<file path="config.mk">
export PLATFORM = sky130hd
export DESIGN_NAME = drtp_ctrl
export DESIGN_NICKNAME = d
export VERILOG_FILES = /design/src/drtp_pkg.sv /design/src/drtp_ctrl.sv
export SDC_FILE = /design/constraint.sdc
export NUM_CORES = 1
export LEC_CHECK = 0
export BUFFER_PORTS_ARGS = -buffer_cell sky130_fd_sc_hd__buf_4
export CAP_MARGIN = 20
export CORE_AREA = 3 3 40 42
export DETAILED_ROUTE_END_ITERATION = 6
export DIE_AREA = 0 0 43 45
export GPL_ROUTABILITY_DRIVEN = 0
export PLACE_DENSITY_LB_ADDON = 0.25
export SYNTH_ARGS = -nofsm -noshare
export SYNTH_HDL_FRONTEND = slang
export SYNTH_SLANG_ARGS = --single-unit
</file>
<file path="constraint.sdc">
create_clock -name clock -period 2.9 [get_ports clock]
set_input_delay 0.435 -clock clock [delete_from_list [all_inputs] [get_ports clock]]
set_output_delay 0.435 -clock clock [all_outputs]
set_load 0.03 [all_outputs]
</file>
<file path="src/drtp_pkg.sv">
// Package for the dependency ready task picker: shared types and codes.
// No dependencies.
`default_nettype none
package drtp_pkg;
   typedef enum logic [1:0] {
      OP_ADD      = 2'd0,
      OP_COMPLETE = 2'd1,
      OP_CLEAR    = 2'd2,
      OP_NONE     = 2'd3
   } opcode_type;

   typedef enum logic [1:0] {
      ST_PENDING  = 2'd0,
      ST_COMPLETE = 2'd1,
      ST_FAILED   = 2'd2,
      ST_UNUSED   = 2'd3
   } slot_status_type;

   typedef enum logic [1:0] {
      RES_OK        = 2'd0,
      RES_FULL      = 2'd1,
      RES_NOT_FOUND = 2'd2,
      RES_UNUSED    = 2'd3
   } op_status_type;

   typedef enum logic [1:0] {
      PLAN_ACTIVE   = 2'd0,
      PLAN_COMPLETE = 2'd1,
      PLAN_FAILED   = 2'd2,
      PLAN_UNUSED   = 2'd3
   } plan_type;

   typedef enum logic [1:0] {
      FSM_IDLE  = 2'd0,
      FSM_EXEC  = 2'd1,
      FSM_EVAL  = 2'd2,
      FSM_SCAN  = 2'd3
   } fsm_type;

   // Commands from the controller to the datapath.
   typedef struct packed {
      logic capture;
      logic exec;
      logic eval;
      logic scan;
   } cmd_type;
endpackage
`default_nettype wire

</file>
<file path="src/drtp_ctrl.sv">
// Controller of the ready task picker: sequences capture, update, evaluation, pick.
// Depends on drtp_pkg.
`default_nettype none
module drtp_ctrl (
   input  wire logic              clock,
   input  wire logic              reset,
   input  wire logic              req_valid,
   output logic                   req_stall,
   output logic                   rsp_valid,
   input  wire logic              rsp_stall,
   output drtp_pkg::cmd_type      cmd
);
   import drtp_pkg::*;

   fsm_type state_ff, state_in;
   logic    rsp_valid_ff, rsp_valid_in;

   always_comb begin
      state_in = state_ff;
      unique case (state_ff)
         FSM_IDLE: if (req_valid && !req_stall) state_in = FSM_EXEC;
         FSM_EXEC: state_in = FSM_EVAL;
         FSM_EVAL: state_in = FSM_SCAN;
         FSM_SCAN: state_in = FSM_IDLE;
         default:  state_in = FSM_IDLE;
      endcase
   end

   always_comb begin
      req_stall   = state_ff != FSM_IDLE || (rsp_valid_ff && rsp_stall);
      cmd.capture = state_ff == FSM_IDLE && req_valid && !req_stall;
      cmd.exec    = state_ff == FSM_EXEC;
      cmd.eval    = state_ff == FSM_EVAL;
      cmd.scan    = state_ff == FSM_SCAN;
      rsp_valid_in = rsp_valid_ff;
      if (rsp_valid_ff && !rsp_stall) rsp_valid_in = 1'b0;
      if (cmd.scan) rsp_valid_in = 1'b1;
      rsp_valid = rsp_valid_ff;
   end

   always_ff @(posedge clock) begin
      if (reset) begin
         state_ff     <= FSM_IDLE;
         rsp_valid_ff <= 1'b0;
      end else begin
         state_ff     <= state_in;
         rsp_valid_ff <= rsp_valid_in;
      end
   end

`ifndef SYNTHESIS
   a_one_in_flight: assert property (@(posedge clock) disable iff (reset)
      cmd.capture |=> cmd.exec ##1 cmd.eval ##1 cmd.scan) else $error("sequence broken");
   a_no_lost_rsp: assert property (@(posedge clock) disable iff (reset)
      cmd.scan |-> !(rsp_valid_ff && rsp_stall)) else $error("result overwritten");
   a_stall_busy: assert property (@(posedge clock) disable iff (reset)
      state_ff != FSM_IDLE |-> req_stall) else $error("accept while busy");
`endif
endmodule
`default_nettype wire

</file>
After elaboration in Yosys (flattened, before gate mapping)
Index checks and enable logic that the tools add are counted.
{ "classes": {"n_eq_ne": 4, "n_mux": 4, "n_reduce_logical": 11} }
{ "op_table": {"columns": ["op", "count"], "rows": [
  ["one-hot mux 2 bit (4 select lines)", 1],
  ["logical AND 1 bit", 5],
  ["== test 2 bit (second input constant)", 2],
  ["nonzero test 2 bit", 2],
  ["== test 2 x 1 -> 1 bit (second input constant)", 1],
  ["zero test 1 bit", 2],
  ["zero test 2 bit", 1],
  ["two-way mux 1 bit", 2],
  ["two-way mux 2 bit", 1],
  ["inequality test 2 bit (second input constant)", 1],
  ["logical OR 1 bit", 1]
]} }
{ "word_totals": {"ff_bits": 3, "inputBits": 4, "out_inout_bits": 6, "wordCells": 21} }

Depth between registers and ports, before layout
{ "logic_depth": {"depth_word": 6, "mapped_depth": 4, "depth_no_buf": 4} }

Worst setup path after synthesis
Ideal clock, no wire load.
{ "synth_path": {"kind": "register to output", "startpoint": "reg rsp_valid_ff (netlist: rsp_valid)", "endpoint": "out cmd[3] in the netlist's numbering", "arrival_time_ns": 0.941, "t_required_ns": 2.465, "path_slack_ns": 1.524, "path_stages_with_launch": 3, "path_buffers": 0, "path_cell_list": "dfxtp_1 nand2_2 and3_2"} }
{ "synth_lines": {"columns": ["item", "line_no", "text"], "rows": [
  ["start: declaration", "drtp_ctrl.sv:16", "logic rsp_valid_ff, rsp_valid_in;"],
  ["start signal: assignment", "drtp_ctrl.sv:47", "rsp_valid_ff <= rsp_valid_in;"],
  ["end: declaration", "drtp_ctrl.sv:11", "output drtp_pkg::cmd_type cmd"]
]} }

==> run_results.csv <==
group,metric,value,unit
run_status,outcome,"completed",
routing,drtPass1Iterations,2,
floorplan,die_h,45,um
clock_tree,cts_sinks,3,
global_route,grt-ovfl-total,0,
routing,route.detailed.drc,0,
timing,slew_violations,0,
timing,slew_headroom,0.904,
worst_setup_path,cp-end-kind,"primary output",
yosys,synth-seq-area-share,0.262,
job,max_cap_violations,0,
min_path,hold_path.class,"input port to flop",
clock_tree,cts_hold_buf,0,
worst_setup_path,critical_path.slowest_cell,"dfxtp_1",
global_route,antenna_found_initial,0,
yosys,yosysWarnings,0,
pwr,swShare,0.449,
clock_tree,cts_made_buffers,3,
timing,period_share,0.588,
timing,setup-violations-final,0,
timing,finalHoldViolations,0,
worst_setup_path,start_kind,"flop",
clock_tree,cts_root_buf,"clkbuf_4",
global_route,grt_pass1_wl,690,um
place,portBuffers,9,
timing,rsz0062_at_grt,"false",
timing,worst_clock_skew,3.95,ps
timing,setup_tns,0,ps
pwr,combPwrFrac,0.608,
yosys,yosysUniqueCellTypes,13,
pwr,power-per-cell-area,1110,mW/mm2
pwr,pwr-share-seq,0.197,
layout,syn_to_final_growth,45.9,%
global_route,grt_max_degree,6,
pwr,irDropWorstVdd,173,uV
routing,vias_per_cell,3.70,
clock_tree,clk_latency,230,ps
layout,regArea,60.1,um2
yosys,synth_cells,23,
clock_tree,post_cts_buffers,0,
floorplan,placementRows,13,
routing,antenna_left,0,
routing,drt_wl_total,414,um
pwr,power,0.369,mW
layout,final_area,334,um2
yosys,post_synth_instance_area,229,um2
floorplan,ioPinCount,10,
layout,fin_nets,45,
worst_setup_path,max_stage_delay,380,ps
clock_tree,clk_pin_slew,40,ps
yosys,syn_area_per_cell,9.96,um2
place,placed_cell_area,308,um2
worst_setup_path,crit_chain,"inv_1, ha_1, and3_2, buf_4",
routing,avgRoutedWirePerCell,8.28,um
routing,drt_iter0_drc,3,
worst_setup_path,worstSetupPathType,"flop to primary output",
floorplan,initial_core_util,0.178,
floorplan,dieWidth,43,um
timing,fmax,586,MHz
layout,fill_cells,137,
pwr,pwr-share-clk,0.196,
worst_setup_path,crit_fanout,4,
global_route,grt_pass1_vias,183,
clock_tree,cts.path.max_buffers,2,
timing,min_period,1710,ps
layout,drive_above_1_share,0.429,
layout,multi_input_area,154,um2
floorplan,die-area,0.00194,mm2
yosys,ys_ff_latch,3,
worst_setup_path,cp.required,2470,ps
clock_tree,post_cts_resized,0,
global_route,grt_usage,0.0482,
pwr,p_int,0.204,mW
yosys,synth_nets,32,
floorplan,coreArea,0.00128,mm2
layout,insertedDiodeCount,0,
timing,worstMarginPinSlew,140,ps
place,detailed_place_hpwl,361,um
routing,via_count,185,
pwr,p_leak,0.169,nW
worst_setup_path,arrival,1270,ps
clock_tree,cts_tree,"done",
pwr,p_switching,0.166,mW
clock_tree,cts_max_level,1,
-- cell families after synthesis --
logic type      share of synthesized area
fa+ha+maj                           0.273
mux                                0.0874
buf+inv                            0.0656
compound gates                      0.137
simple gates                        0.175
flops                               0.262
-- stage by stage --
| step | hold WS [ps] | util | std cells | setup slack [ps] |
|---|---|---|---|---|
| after detailed placement | 525 | 0.240 | 46 | 1420 |
| after global routing | 395 | 0.260 | 50 | 1140 |
| after global placement | 518 | 0.240 | 46 | 1460 |
| after floorplan | 484 | - | 23 | 1520 |
| final | 391 | 0.260 | 50 | 1190 |
| after CTS | 390 | 0.260 | 50 | 1170 |
-- metal layers --
| layer | vias to the layer above | global-route usage | part of all wire |
|---|---|---|---|
| met2 | 3 | 0.0988 | 0.62 |
| met4 | 0 | 0.0361 | 0 |
| met3 | 0 | 0.0120 | 0.027 |
| met1 | 84 | 0.0383 | 0.36 |
| li1 | 98 | - | - |
| met5 | - | 0 | 0 |
-- worst paths after layout --
check / end / startpoint / cells past startpoint / slack (ps)
setup / recovery: cmd[3] / state_ff[0]$_SDFFE_PP0P_ / 4 / 1190
hold reg to reg: state_ff[1]$_SDFFE_PP0P_ / state_ff[1]$_SDFFE_PP0P_ / 2 / 530
hold / removal: rsp_valid$_SDFFE_PP0P_ / reset / 2 / 390
setup reg to reg: state_ff[0]$_SDFFE_PP0P_ / state_ff[0]$_SDFFE_PP0P_ / 4 / 1770
-- placed cells by master (no fill, tap or decap), drive strengths merged --
cell	netlist	layout
and3	1	1
ha	5	5
a21oi	1	1
a21boi	1	1
nand2b	3	3
dfxtp	3	3
clkbuf	0	4
buf	1	9
nor2	1	1
nand2	2	2
o21bai	1	1
inv	2	2
mux2i	2	2
-- flip-flops by register name (all words and copies together) (netlist names) --
register   count
rsp_valid      1
state_ff       2
-- synth_stat cells --
cell type / instances / area, um2
nand2_2: 1 / 6.26
o21bai_1: 1 / 7.51
dfxtp_1: 3 / 60.1
nand2_1: 1 / 3.75
a21oi_1: 1 / 5.00
inv_1: 2 / 7.51
nor2_1: 1 / 3.75
mux2i_1: 2 / 20.0
ha_1: 5 / 62.6
nand2b_1: 3 / 18.8
a21boi_4: 1 / 18.8
buf_4: 1 / 7.51
and3_2: 1 / 7.51
-- power groups by stage --
stage | logic, mW | registers (mW) | clock network, mW
finish | 0.224 | 0.0726 | 0.0723
floorplan | 0.163 | 0.0728 | 0
detailed placement | 0.228 | 0.0738 | 0
global route | 0.247 | 0.0747 | 0.0775
global placement | 0.223 | 0.0728 | 0
CTS | 0.230 | 0.0731 | 0.0739
-- worst max-delay path: cells and delay by family (launching register included) --
kind / cells / cell delay, ps
buffers and inverters: 2 / 260
and+or+nand+nor: 1 / 180
adders and majority gates: 1 / 230
DFF: 1 / 380
-- area by class of cell --
| class | instances | area share |
|---|---|---|
| clock buffer | 4 | 0.0787 |
| multi-input combinational | 17 | 0.461 |
| sequential | 3 | 0.180 |
| tap | 15 | 0.0562 |
| timing repair buffer | 9 | 0.202 |
| inverter | 2 | 0.0225 |
Note: power is estimated with default switching activity, not from simulation.
